$ cat src/hdl/hdrs_pkg.sv
package hdrs_pkg;

    // Item kinds carried on the input tuser
    localparam logic [2:0] MODE_LOAD  = 3'd0;
    localparam logic [2:0] MODE_START = 3'd1;
    localparam logic [2:0] MODE_SLOT  = 3'd2;
    localparam logic [2:0] MODE_TXEND = 3'd3;
    localparam logic [2:0] MODE_RXBYTE = 3'd4;
    localparam logic [2:0] MODE_TICK  = 3'd5;

    // Session status codes
    localparam logic [1:0] STS_NONE     = 2'd0;
    localparam logic [1:0] STS_OK       = 2'd1;
    localparam logic [1:0] STS_TIMEOUT  = 2'd2;
    localparam logic [1:0] STS_OVERFLOW = 2'd3;

    // Register indexes on the APB port
    localparam logic [1:0] REG_TERM    = 2'd0;
    localparam logic [1:0] REG_TAIL    = 2'd1;
    localparam logic [1:0] REG_LIMIT   = 2'd2;
    localparam logic [1:0] REG_TIMEOUT = 2'd3;

    // Reset values of the registers
    localparam logic [7:0]  TERM_RST    = 8'd0;
    localparam logic [3:0]  TAIL_RST    = 4'd3;
    localparam logic [6:0]  LIMIT_RST   = 7'd50;
    localparam logic [15:0] TIMEOUT_RST = 16'd100;

    typedef enum logic [1:0] {
        PH_IDLE = 2'd0,
        PH_TX   = 2'd1,
        PH_RX   = 2'd2
    } t_phase;

    typedef enum logic [2:0] {
        ST_IDLE,
        ST_EXEC,
        ST_SCAN_RD,
        ST_SCAN_CHK,
        ST_EMPTY,
        ST_EMIT_RD,
        ST_EMIT
    } t_state;

    typedef struct packed {
        logic [7:0]  terminator_byte;
        logic [3:0]  tail_count;
        logic [6:0]  answer_limit;
        logic [15:0] timeout_ticks;
    } t_cfg;

    // Controller to datapath
    typedef struct packed {
        logic latch;
        logic exec;
        logic idx_inc;
        logic emit_empty;
        logic emit_byte;
    } t_cmd;

    // Datapath to controller
    typedef struct packed {
        logic out_free;
        logic close_ok;
        logic ans_zero;
        logic idx_last;
    } t_stat;

    typedef struct packed {
        logic       tx_valid;
        logic [7:0] tx_byte;
        logic       drive_line;
        logic       listening;
        logic       answer_valid;
        logic [7:0] answer_byte;
        logic       answer_last;
        logic [1:0] status;
        logic       session_done;
    } t_result;

endpackage

$ cat src/hdl/hdrs_ctrl.sv
module hdrs_ctrl (
    input  logic           i_clk,
    input  logic           i_rst_n,
    input  logic           i_in_valid,
    output logic           o_in_ready,
    input  hdrs_pkg::t_stat i_stat,
    output hdrs_pkg::t_cmd  o_cmd
);
    import hdrs_pkg::*;

    t_state r_state;
    t_state n_state;

    // State register
    always_ff @(posedge i_clk) begin
        if (!i_rst_n) begin
            r_state <= ST_IDLE;
        end else begin
            r_state <= n_state;
        end
    end

    // Next state
    always_comb begin
        n_state = r_state;
        unique case (r_state)
            ST_IDLE: begin
                if (i_in_valid) n_state = ST_EXEC;
            end
            ST_EXEC: begin
                if (i_stat.out_free) n_state = i_stat.close_ok ? ST_SCAN_RD : ST_IDLE;
            end
            ST_SCAN_RD: begin
                n_state = ST_SCAN_CHK;
            end
            ST_SCAN_CHK: begin
                if (!i_stat.ans_zero) n_state = ST_EMIT;
                else if (i_stat.idx_last) n_state = ST_EMPTY;
                else n_state = ST_SCAN_RD;
            end
            ST_EMPTY: begin
                if (i_stat.out_free) n_state = ST_IDLE;
            end
            ST_EMIT_RD: begin
                n_state = ST_EMIT;
            end
            ST_EMIT: begin
                if (i_stat.out_free) n_state = i_stat.idx_last ? ST_IDLE : ST_EMIT_RD;
            end
            default: begin
                n_state = ST_IDLE;
            end
        endcase
    end

    // Commands
    always_comb begin
        o_cmd      = '0;
        o_in_ready = 1'b0;
        unique case (r_state)
            ST_IDLE: begin
                o_in_ready  = 1'b1;
                o_cmd.latch = i_in_valid;
            end
            ST_EXEC: begin
                o_cmd.exec = i_stat.out_free;
            end
            ST_SCAN_CHK: begin
                o_cmd.idx_inc = i_stat.ans_zero && !i_stat.idx_last;
            end
            ST_EMPTY: begin
                o_cmd.emit_empty = i_stat.out_free;
            end
            ST_EMIT: begin
                o_cmd.emit_byte = i_stat.out_free;
            end
            default: begin
                o_cmd = '0;
            end
        endcase
    end

endmodule

$ cat src/hdl/hdrs_dp.sv
module hdrs_dp #(
    parameter int MESSAGE_DEPTH = 64,
    parameter int ANSWER_DEPTH  = 64
) (
    input  logic              i_clk,
    input  logic              i_rst_n,
    input  hdrs_pkg::t_cfg    i_cfg,
    input  hdrs_pkg::t_cmd    i_cmd,
    output hdrs_pkg::t_stat   o_stat,
    input  logic [2:0]        i_mode,
    input  logic [7:0]        i_data_byte,
    input  logic              i_parity_bad,
    output logic              o_res_valid,
    input  logic              i_res_ready,
    output hdrs_pkg::t_result o_res
);
    import hdrs_pkg::*;

    localparam int MLW = $clog2(MESSAGE_DEPTH + 1);
    localparam int MAW = (MESSAGE_DEPTH > 1) ? $clog2(MESSAGE_DEPTH) : 1;
    localparam int CW  = $clog2(ANSWER_DEPTH + 1);
    localparam int CAW = $clog2(ANSWER_DEPTH);
    localparam int LW  = (CW > 7) ? CW : 7;

    // Latched item
    logic [2:0] r_mode;
    logic [7:0] r_data;
    logic       r_pbad;

    // Session state
    logic [MLW-1:0] r_mlen,  n_mlen;
    logic [MLW-1:0] r_sidx,  n_sidx;
    logic [CW-1:0]  r_acnt,  n_acnt;
    logic [3:0]     r_tail,  n_tail;
    logic           r_after, n_after;
    t_phase         r_phase, n_phase;
    logic [15:0]    r_ticks, n_ticks;
    logic [1:0]     r_lstat, n_lstat;
    logic [CW-1:0]  r_idx,   n_idx;

    // Stores and their registered read ports
    logic [7:0] r_msg_mem [MESSAGE_DEPTH];
    logic [7:0] r_ans_mem [ANSWER_DEPTH];
    logic [7:0] r_msg_rd;
    logic [7:0] r_ans_rd;
    logic       msg_we;
    logic       ans_we;

    // Output register
    t_result r_out;
    logic    r_ovalid;
    t_result res;
    logic    load_out;

    // Receive byte evaluation
    logic [CW-1:0] cnt_inc;
    logic [LW-1:0] lim;
    logic [LW-1:0] lim_cfg;
    logic          rx_take;
    logic          ovf;
    logic          hit;
    logic [3:0]    tail_inc;
    logic [3:0]    tail_nx;
    logic          tail_done;

    assign cnt_inc  = r_acnt + CW'(1);
    assign lim_cfg  = LW'(i_cfg.answer_limit);
    assign lim      = (lim_cfg == '0) ? LW'(1) :
                      ((lim_cfg > LW'(ANSWER_DEPTH)) ? LW'(ANSWER_DEPTH) : lim_cfg);
    assign rx_take  = (r_mode == MODE_RXBYTE) && (r_phase == PH_RX) && !r_pbad;
    assign ovf      = LW'(cnt_inc) >= lim;
    assign hit      = (r_data == i_cfg.terminator_byte) || r_after;
    assign tail_inc = (r_tail == 4'hF) ? r_tail : r_tail + 4'd1;
    assign tail_nx  = hit ? tail_inc : r_tail;
    assign tail_done = (i_cfg.tail_count != 4'd0) && (tail_nx == i_cfg.tail_count);

    assign o_stat.out_free = !r_ovalid || i_res_ready;
    assign o_stat.close_ok = rx_take && !ovf && tail_done;
    assign o_stat.ans_zero = (r_ans_rd == 8'd0);
    assign o_stat.idx_last = ((r_idx + CW'(1)) == r_acnt);

    assign o_res_valid = r_ovalid;
    assign o_res       = r_out;

    // Item execution, answer walk and result build
    always_comb begin
        logic       do_close;
        logic [1:0] close_st;
        n_mlen   = r_mlen;
        n_sidx   = r_sidx;
        n_acnt   = r_acnt;
        n_tail   = r_tail;
        n_after  = r_after;
        n_phase  = r_phase;
        n_ticks  = r_ticks;
        n_lstat  = r_lstat;
        n_idx    = r_idx;
        msg_we   = 1'b0;
        ans_we   = 1'b0;
        load_out = 1'b0;
        do_close = 1'b0;
        close_st = STS_NONE;
        res      = '0;

        if (i_cmd.exec) begin
            load_out = 1'b1;
            n_idx    = '0;
            case (r_mode)
                MODE_LOAD: begin
                    if (r_phase == PH_IDLE && r_mlen < MLW'(MESSAGE_DEPTH)) begin
                        msg_we = 1'b1;
                        n_mlen = r_mlen + MLW'(1);
                    end
                end
                MODE_START: begin
                    if (r_phase == PH_IDLE && r_mlen != '0) begin
                        n_phase = PH_TX;
                        n_sidx  = '0;
                        n_acnt  = '0;
                        n_tail  = 4'd0;
                        n_after = 1'b0;
                        n_ticks = 16'd0;
                        n_lstat = STS_NONE;
                    end
                end
                MODE_SLOT: begin
                    if (r_phase == PH_TX && r_sidx < r_mlen) begin
                        n_sidx       = r_sidx + MLW'(1);
                        res.tx_valid = 1'b1;
                        res.tx_byte  = r_msg_rd;
                    end
                end
                MODE_TXEND: begin
                    if (r_phase == PH_TX) begin
                        n_phase = PH_RX;
                        n_ticks = i_cfg.timeout_ticks;
                    end
                end
                MODE_RXBYTE: begin
                    if (rx_take) begin
                        ans_we = 1'b1;
                        n_acnt = cnt_inc;
                        if (ovf) begin
                            do_close = 1'b1;
                            close_st = STS_OVERFLOW;
                        end else begin
                            n_after = hit;
                            n_tail  = tail_nx;
                            if (tail_done) begin
                                do_close = 1'b1;
                                close_st = STS_OK;
                                load_out = 1'b0;
                            end
                        end
                    end
                end
                MODE_TICK: begin
                    if (r_phase == PH_RX) begin
                        if (r_ticks <= 16'd1) begin
                            do_close = 1'b1;
                            close_st = STS_TIMEOUT;
                        end else begin
                            n_ticks = r_ticks - 16'd1;
                        end
                    end
                end
                default: begin
                end
            endcase
            if (do_close) begin
                n_phase = PH_IDLE;
                n_mlen  = '0;
                n_sidx  = '0;
                n_ticks = 16'd0;
                n_lstat = close_st;
                res.session_done = 1'b1;
            end
        end

        // Leading zero skip and answer emission
        if (i_cmd.idx_inc) begin
            n_idx = r_idx + CW'(1);
        end
        if (i_cmd.emit_empty) begin
            load_out         = 1'b1;
            res.session_done = 1'b1;
        end
        if (i_cmd.emit_byte) begin
            load_out         = 1'b1;
            n_idx            = r_idx + CW'(1);
            res.answer_valid = 1'b1;
            res.answer_byte  = r_ans_rd;
            res.answer_last  = o_stat.idx_last;
            res.session_done = o_stat.idx_last;
        end

        res.drive_line = (n_phase == PH_TX);
        res.listening  = (n_phase == PH_RX);
        res.status     = n_lstat;
    end

    // Control registers
    always_ff @(posedge i_clk) begin
        if (!i_rst_n) begin
            r_mlen   <= '0;
            r_sidx   <= '0;
            r_acnt   <= '0;
            r_tail   <= 4'd0;
            r_after  <= 1'b0;
            r_phase  <= PH_IDLE;
            r_ticks  <= 16'd0;
            r_lstat  <= STS_NONE;
            r_idx    <= '0;
            r_ovalid <= 1'b0;
        end else begin
            r_mlen  <= n_mlen;
            r_sidx  <= n_sidx;
            r_acnt  <= n_acnt;
            r_tail  <= n_tail;
            r_after <= n_after;
            r_phase <= n_phase;
            r_ticks <= n_ticks;
            r_lstat <= n_lstat;
            r_idx   <= n_idx;
            if (load_out) begin
                r_ovalid <= 1'b1;
            end else if (i_res_ready) begin
                r_ovalid <= 1'b0;
            end
        end
    end

    // Payload registers
    always_ff @(posedge i_clk) begin
        if (i_cmd.latch) begin
            r_mode <= i_mode;
            r_data <= i_data_byte;
            r_pbad <= i_parity_bad;
        end
        if (load_out) begin
            r_out <= res;
        end
    end

    // Message store: written on load, read at the send index
    always_ff @(posedge i_clk) begin
        if (msg_we) begin
            r_msg_mem[r_mlen[MAW-1:0]] <= r_data;
        end
        r_msg_rd <= r_msg_mem[r_sidx[MAW-1:0]];
    end

    // Answer store: written on a good received byte, read at the walk index
    always_ff @(posedge i_clk) begin
        if (ans_we) begin
            r_ans_mem[r_acnt[CAW-1:0]] <= r_data;
        end
        r_ans_rd <= r_ans_mem[r_idx[CAW-1:0]];
    end

endmodule

$ cat src/hdl/half_duplex_request_response_session_core.sv
// Half-duplex request/response session core. Each input word is one event (load, start,
// transmit slot, transmit complete, received byte, tick) and yields at least one result
// word reporting the direction line and receive phase; a transmit slot result carries the
// byte to send. An ordinary event is latched, then executed once the output register is
// free; the next word is accepted while the previous result still waits. On a successful
// close the answer store is walked through its single registered read port: leading zero
// bytes are read and skipped, then answer bytes read and emitted, the last marked by tlast.
// Registers are to be written through the APB port only while no session event is in
// flight; the user must keep to this, as the block itself does not enforce it.
module half_duplex_request_response_session_core #(
    parameter int MESSAGE_DEPTH = 64,
    parameter int ANSWER_DEPTH  = 64
) (
    input  logic        i_clk,
    input  logic        i_rst_n,
    // APB configuration port
    input  logic        psel,
    input  logic        penable,
    input  logic        pwrite,
    input  logic [3:0]  paddr,
    input  logic [31:0] pwdata,
    output logic [31:0] prdata,
    output logic        pready,
    // Event stream in
    input  logic        i_s_axis_tvalid,
    output logic        o_s_axis_tready,
    input  logic [7:0]  i_s_axis_tdata,   // [7:0] data_byte
    input  logic [3:0]  i_s_axis_tuser,   // [2:0] mode, [3] parity_bad
    // Result stream out
    output logic        o_m_axis_tvalid,
    input  logic        i_m_axis_tready,
    output logic [23:0] o_m_axis_tdata,   // [7:0] tx_byte, [8] drive_line, [9] listening,
                                          // [17:10] answer_byte, [19:18] status,
                                          // [20] session_done, [23:21] zero
    output logic [1:0]  o_m_axis_tuser,   // [0] tx_valid, [1] answer_valid
    output logic        o_m_axis_tlast    // answer_last
);
    import hdrs_pkg::*;

    t_cfg    r_cfg;
    t_cmd    cmd;
    t_stat   stat;
    t_result res;
    logic    cfg_we;

    assign pready = 1'b1;
    assign cfg_we = psel && penable && pwrite;

    // Configuration registers
    always_ff @(posedge i_clk) begin
        if (!i_rst_n) begin
            r_cfg.terminator_byte <= TERM_RST;
            r_cfg.tail_count      <= TAIL_RST;
            r_cfg.answer_limit    <= LIMIT_RST;
            r_cfg.timeout_ticks   <= TIMEOUT_RST;
        end else if (cfg_we) begin
            unique case (paddr[3:2])
                REG_TERM:    r_cfg.terminator_byte <= pwdata[7:0];
                REG_TAIL:    r_cfg.tail_count      <= pwdata[3:0];
                REG_LIMIT:   r_cfg.answer_limit    <= pwdata[6:0];
                REG_TIMEOUT: r_cfg.timeout_ticks   <= pwdata[15:0];
                default: begin
                end
            endcase
        end
    end

    // Register read-back
    always_comb begin
        unique case (paddr[3:2])
            REG_TERM:    prdata = {24'd0, r_cfg.terminator_byte};
            REG_TAIL:    prdata = {28'd0, r_cfg.tail_count};
            REG_LIMIT:   prdata = {25'd0, r_cfg.answer_limit};
            REG_TIMEOUT: prdata = {16'd0, r_cfg.timeout_ticks};
            default:     prdata = 32'd0;
        endcase
    end

    hdrs_ctrl u_ctrl (
        .i_clk      (i_clk),
        .i_rst_n    (i_rst_n),
        .i_in_valid (i_s_axis_tvalid),
        .o_in_ready (o_s_axis_tready),
        .i_stat     (stat),
        .o_cmd      (cmd)
    );

    hdrs_dp #(
        .MESSAGE_DEPTH (MESSAGE_DEPTH),
        .ANSWER_DEPTH  (ANSWER_DEPTH)
    ) u_dp (
        .i_clk        (i_clk),
        .i_rst_n      (i_rst_n),
        .i_cfg        (r_cfg),
        .i_cmd        (cmd),
        .o_stat       (stat),
        .i_mode       (i_s_axis_tuser[2:0]),
        .i_data_byte  (i_s_axis_tdata),
        .i_parity_bad (i_s_axis_tuser[3]),
        .o_res_valid  (o_m_axis_tvalid),
        .i_res_ready  (i_m_axis_tready),
        .o_res        (res)
    );

    // Result word packing
    assign o_m_axis_tdata = {3'd0, res.session_done, res.status, res.answer_byte,
                             res.listening, res.drive_line, res.tx_byte};
    assign o_m_axis_tuser = {res.answer_valid, res.tx_valid};
    assign o_m_axis_tlast = res.answer_last;

endmodule
$ cat config.mk
export PLATFORM = sky130hd
export DESIGN_NAME = half_duplex_request_response_session_core
export DESIGN_NICKNAME = d
export VERILOG_FILES = /design/src/hdl/hdrs_pkg.sv /design/src/hdl/hdrs_ctrl.sv /design/src/hdl/hdrs_dp.sv /design/src/hdl/half_duplex_request_response_session_core.sv
export SDC_FILE = /design/constraint.sdc
export NUM_CORES = 1
export LEC_CHECK = 0
export BUFFER_PORTS_ARGS = -buffer_cell sky130_fd_sc_hd__buf_2
export CORE_MARGIN = 2
export CORE_UTILIZATION = 30
export CTS_CLUSTER_SIZE = 14
export DETAILED_ROUTE_END_ITERATION = 16
export GPL_ROUTABILITY_DRIVEN = 1
export GPL_TIMING_DRIVEN = 0
export HOLD_SLACK_MARGIN = 0.06
export MAX_ROUTING_LAYER = met4
export PLACE_DENSITY_LB_ADDON = 0.08
export SYNTH_ARGS = -nofsm -noshare
export SYNTH_HDL_FRONTEND = slang
export SYNTH_SLANG_ARGS = --single-unit
$ cat constraint.sdc
create_clock -name i_clk -period 5.7 [get_ports i_clk]
set_input_delay 0.57 -clock i_clk [delete_from_list [all_inputs] [get_ports i_clk]]
set_output_delay 0.57 -clock i_clk [all_outputs]
set_load 0.02 [all_outputs]
==> flow_summary.yaml, run 1 <==
status:
  outcome: "finished clean"
setup_path:
  critical_path_class: "reg -> reg"
  crit_path_end_kind: "flip-flop"
  cp.required_ns: 6.32
  reg2reg_depth: 13
  cp_max_fo: 18
  rrSetupSlack_ns: 1.12
  r2r-start: "u_dp.r_data[7]"
  critical_path_arrival_ns: 5.20
  startpoint_type: "flip-flop"
  startpoint: "u_dp.r_data[7]"
  rr_endpoint: "u_dp.r_phase[1]"
timing:
  slew_violations: 0
  final_hold_viol_count: 0
  setup_violations: 0
  rsz0062_at_grt: "no"
  finalCritPeriodShare_pct: 80.3
  fmax_mhz: 219
  tightest_slew_ns: 1.20
  skew_ns: 0.0197
  worst_slew_margin_rel_pct: 19.5
  setup_slack_ns: 1.12
  timing.final.crit_period_ns: 4.58
clock_tree:
  cts_resized: 0
  clock_insertion_delay_worst_skew_ns: 0.75
  h-tree-depth: 4
  cts.path.max_buffers: 3
  path_clk_slew_ns: 0.06
  cts-root-buf: "clkbuf_16"
  cts_sinks: 1168
  numCtsBuffers: 133
  cts_tree: "yes"
floorplanning:
  die_width_um: 398
  num_io_pins: 117
  initial_core_util_pct: 30.2
  core_um2: 154000
  rows: 144
  die_y_um: 398
  die_area_um2: 159000
synth:
  avgSynthCellArea_um2: 19.3
  synth.distinct_cells: 69
  synth_edf_count: 1060
  async_flop_share_pct: 0
  yosysWarnings: 0
  postSynthCellCount: 2421
  synth_seq_cells: 1168
  yosysSeqAreaShare_pct: 72.9
  ys.flop_type: "edfxtp_1"
  syn_area_um2: 46600
drt:
  drc_errors: 0
  wl_per_cell_um: 26.7
  vias: 24300
  first_iter_violations: 2217
  ant_nets: 0
  viasPerCell: 4.98
  wl_um: 130000
  first_pass_iters: 5
global_routing:
  antenna_found_initial: 13
  gr-total-overflow: 0
  grt_use_total_pct: 17.0
  grt_pass1_vias: 25000
  grt_pass1_wl_um: 186000
  grt_max_degree: 31
min_path:
  hp-class: "in -> reg"
  holdPathEnd: "u_dp.r_idx[4]"
  whs_path_depth: 4
  hp-start: "i_rst_n"
pwr:
  p_per_area_nw_per_um2: 327
  ir_worst_vdd_v: 0.000184
  leakagePower_uw: 0.0172
place:
  dp_hpwl_um: 91100
  place_area_um2: 51000
  dpl_worst_slack_ns: 1.13
  io_buffers: 78
  gp_congestion: 0.821
  numPlacedInstances: 4611
cells_and_area:
  fin_util_pct: 36.0
  syn_to_final_growth_pct: 19.1
  instances_no_fill: 4884
  fill_cells: 14400
  final_common_cell: "edfxtp_1"
  layout_common_cells: "1060 x edfxtp_1, 340 x mux4_2, 225 x nor2_1"
  drive_above_1_share_pct: 24.8
  stdcell_area_um2: 55500
  nets: 2807
run:
  drv_cap: 0
==> worst max path at each step <==
stage	end	slack, ns	depth (start not counted)
3_5_place_dp	u_dp.r_mlen[4]	1.13	13
5_1_grt	u_dp.r_mlen[4]	0.82	13
4_1_cts	u_dp.r_mlen[3]	1.09	13
3_3_place_gp	u_dp.o_res[18]	-3.76	8
6_report	u_dp.r_phase[1]	1.12	13
2_1_floorplan	u_dp.o_res[0]	0.72	8
==> power by group <==
| part | internal, uW | switching, uW | total (uW) |
|---|---|---|---|
| combinational | 165 | 274 | 438 |
| clock | 4920 | 3420 | 8350 |
| sequential | 9360 | 26.6 | 9390 |
| total | 14400 | 3720 | 18200 |
==> area by class of cell <==
type / instances / area (um2) / share of cell area (%)
timing repair buffer: 157 / 1970 / 3.56
multi-input combinational: 1103 / 12000 / 21.6
clock buffer: 165 / 3630 / 6.53
inverter: 19 / 71.3 / 0.128
clock inverter: 77 / 647 / 1.17
antenna: 2 / 5.00 / 0.00901
tap: 2044 / 2560 / 4.61
buffer: 149 / 657 / 1.18
sequential: 1168 / 34000 / 61.2
==> metrics by stage <==
step	hold WS [ns]	setup TNS (ns)	total power, uW
finish	0.307	0	18200
global route	0.311	0	18800
CTS	0.234	0	18400
detailed placement	0.480	0	10000
global placement	0.475	-173.38	9900
floorplan	0.445	0	9720
==> what timing repair did <==
item                                   CTS  global route
hold buffers                            28             0
endpoints found under the hold margin   38             0
buffers inserted                         0             0
==> layer usage <==
| layer | part of all wire (%) | GRT usage [%] | vias to the layer above |
|---|---|---|---|
| met5 | 0 | - | - |
| met4 | 1.8 | 4.15 | 0 |
| met3 | 4.7 | 2.69 | 147 |
| met2 | 48 | 26.5 | 653 |
| met1 | 46 | 23.4 | 13100 |
| li1 | - | - | 10500 |
==> cell families (layout without fill, tap and decap cells) <==
kind of cell | Yosys count | count (layout) | share of synthesized area, %
muxes | 364 | 364 | 16.9
buffers and inverters | 168 | 567 | 1.56
other | 2 | 22 | 0.0161
AOI/OAI and AO/OA | 152 | 152 | 2.20
adders and majority gates | 21 | 21 | 0.563
DFF | 1168 | 1168 | 72.9
xor gates and xnor gates | 41 | 41 | 0.770
and+or+nand+nor | 505 | 505 | 5.05
==> synth_stat cells, types with 5 or more instances <==
library cell	n	area (um2)
a21oi_1	47	235
a22oi_1	13	97.6
a31oi_1	20	125
a32o_1	5	50.1
and2_1	22	138
and3_1	18	113
buf_1	34	128
buf_4	21	158
clkbuf_1	89	334
dfxtp_1	108	2160
edfxtp_1	1060	31800
ha_1	21	263
inv_1	18	67.6
mux2i_1	22	220
mux4_2	340	7660
nand2_1	99	372
nand2b_1	10	62.6
nand3_1	41	205
nand3b_1	10	75.1
nand4_1	6	37.5
nor2_1	225	845
nor2b_1	7	43.8
nor3_1	16	80.1
nor3b_1	18	135
nor4_1	8	50.1
o211ai_1	7	52.6
o21ai_0	17	85.1
o2bb2ai_1	6	52.6
or3_1	7	43.8
xnor2_1	14	123
xor2_1	27	236
==> state kept, by name (all words and copies together), names as in the netlist, 8 cells and up <==
register / cells
u_dp.r_ans_rd: 8
r_cfg: 35
u_dp.r_ans_mem: 512
u_dp.r_data: 8
u_dp.o_res: 24
u_dp.r_msg_rd: 8
u_dp.r_msg_mem: 512
u_dp.r_ticks: 16
==> worst max-delay path, cell delays in order (launching register included) <==
cell and delay, ns:
edfxtp_1 0.83, buf_16 0.23, buf_8 0.17, buf_16 0.17
buf_8 0.18, xor2_1 0.09, nor4_2 0.50, a21oi_2 0.23
or4_1 0.57, a221o_1 0.43, o221a_4 0.30, clkbuf_1 0.28
nand2_1 0.33, nor2_1 0.08
(Power assumes the default switching activity.)
==> run 2, diff against run 1 <==
clock period = 4.8 ns   (was 5.7 ns; I/O delays follow)
==> flow_summary.yaml, run 2 (synthesis results as in run 1) <==
status:
  outcome: "finished clean"
timing:
  rsz0062_at_grt: "no"
  setup_slack_ns: 0.519
  fmax_mhz: 234
  finalCritPeriodShare_pct: 89.2
  worst_slew_margin_rel_pct: 14.8
  skew_ns: 0.0205
  tightest_slew_ns: 1.27
  final_hold_viol_count: 0
  slew_violations: 0
  setup_violations: 0
  timing.final.crit_period_ns: 4.28
floorplanning:
  die_y_um: 398
  rows: 144
  num_io_pins: 117
  die_area_um2: 159000
  die_width_um: 398
  initial_core_util_pct: 30.2
  core_um2: 154000
clock_tree:
  cts-root-buf: "clkbuf_16"
  numCtsBuffers: 133
  path_clk_slew_ns: 0.06
  clock_insertion_delay_worst_skew_ns: 0.76
  h-tree-depth: 4
  cts.path.max_buffers: 3
  cts_sinks: 1168
  post-cts-setup-buffer-count: 0
  cts_tree: "yes"
place:
  gp_congestion: 0.806
  dp_hpwl_um: 91500
  io_buffers: 78
  dpl_worst_slack_ns: 0.516
setup_path:
  crit_path_end_kind: "flip-flop"
  critical_path_class: "reg -> reg"
  startpoint_type: "flip-flop"
  rrSetupSlack_ns: 0.52
  reg2reg_depth: 10
  critical_path_arrival_ns: 4.90
  cp.required_ns: 5.42
  path_depth: 10
  cp_max_fo: 19
  rr_endpoint: "u_dp.r_mlen[3]"
  startpoint: "u_dp.r_data[5]"
  r2r-start: "u_dp.r_data[5]"
  crit_end: "u_dp.r_mlen[3]"
  path_buf_inv: 2
  slowest_stage: "edfxtp_1"
  crit_chain: "buf_16 -> xor2_1 -> nor4_2 -> a21oi_2 -> or4_1 -> a221o_1 -> o221a_4 -> clkbuf_1 -> nand2_1 -> nor2_1"
  crit_family: "simple AND/OR/NAND/NOR gates"
  crit_path_max_incr_delay_ns: 1.03
cells_and_area:
  syn_to_final_growth_pct: 19.0
  drive_above_1_share_pct: 24.8
  fin_util_pct: 36.0
  final_common_cell: "edfxtp_1"
  fill_cells: 14400
  layout_common_cells: "1060 x edfxtp_1, 340 x mux4_2, 225 x nor2_1"
  diodes: 0
  nets: 2804
global_routing:
  antenna_found_initial: 8
  grt_pass1_wl_um: 185000
  grt_pass1_vias: 24800
  grt_use_total_pct: 17.0
  grt_max_degree: 29
  gr-total-overflow: 0
drt:
  ant_nets: 0
  first_iter_violations: 2031
  wl_um: 130000
  vias: 24200
  first_pass_iters: 5
  wl_per_cell_um: 26.7
  drc_errors: 0
  viasPerCell: 4.96
run:
  drv_cap: 0
pwr:
  p_per_area_nw_per_um2: 392
  ir_worst_vdd_v: 0.000275
  leakagePower_uw: 0.0171
min_path:
  hp-class: "in -> reg"
## run 2: repair_timing
action,in CTS,in global routing
hold endpoints to repair,47,0
resized for setup,0,0
hold buffers,28,0
setup endpoints to repair,0,0
## run 2: where the power goes
group          internal [uW]  total [uW]  switching, uW
Clock                   5940       10100           4120
Combinational            191         508            317
Sequential             11100       11200           37.8
Total                  17200       21700           4470
## run 2: worst register-to-register path, cell delays in order (launching register included)
cell,delay [ns]
edfxtp_1,1.03
buf_16,0.26
xor2_1,0.12
nor4_2,0.53
a21oi_2,0.22
or4_1,0.55
a221o_1,0.42
o221a_4,0.30
clkbuf_1,0.29
nand2_1,0.33
nor2_1,0.10
## run 2: how the worst min path moves through the flow
stage	start	to	slack (ns)	cells after the start
2_1_floorplan	r_cfg[15]	r_cfg[15]	0.45	2
3_3_place_gp	u_dp.r_idx[6]	u_dp.r_idx[6]	0.47	2
3_5_place_dp	r_cfg[4]	r_cfg[4]	0.48	2
4_1_cts	i_rst_n	u_dp.r_idx[4]	0.11	4
5_1_grt	i_s_axis_tvalid	u_ctrl.r_state[0]	0.23	6
6_report	i_rst_n	u_dp.r_idx[4]	0.18	4
## run 2: final cells by class
cell class / instances / area [um2] / share of cell area [%]
buffer: 149 / 658 / 1.19
inverter: 19 / 71.3 / 0.129
clock buffer: 158 / 3520 / 6.34
clock inverter: 81 / 785 / 1.41
tap: 2044 / 2560 / 4.61
timing repair buffer: 154 / 1910 / 3.44
multi-input combinational: 1103 / 12000 / 21.6
sequential: 1168 / 34000 / 61.3
## run 2: metal layers
metal / routed length [um] / GRT usage, %
met2: 62500 / 26.7
met1: 58900 / 22.9
met5: 0 / -
met4: 2600 / 4.40
met3: 5980 / 2.63
## run 2: through the flow
stage	instance area (um2)	hold WS (ns)	setup TNS (ns)	total power (uW)	instances
final	55500	0.179	0	21700	4876
after global routing	55500	0.226	0	22400	4876
after CTS	55500	0.114	0	22000	4876
after detailed placement	50900	0.480	0	11900	4609
after global placement	49700	0.475	-363.70	11800	4561
after floorplan	46700	0.445	0	11500	2439
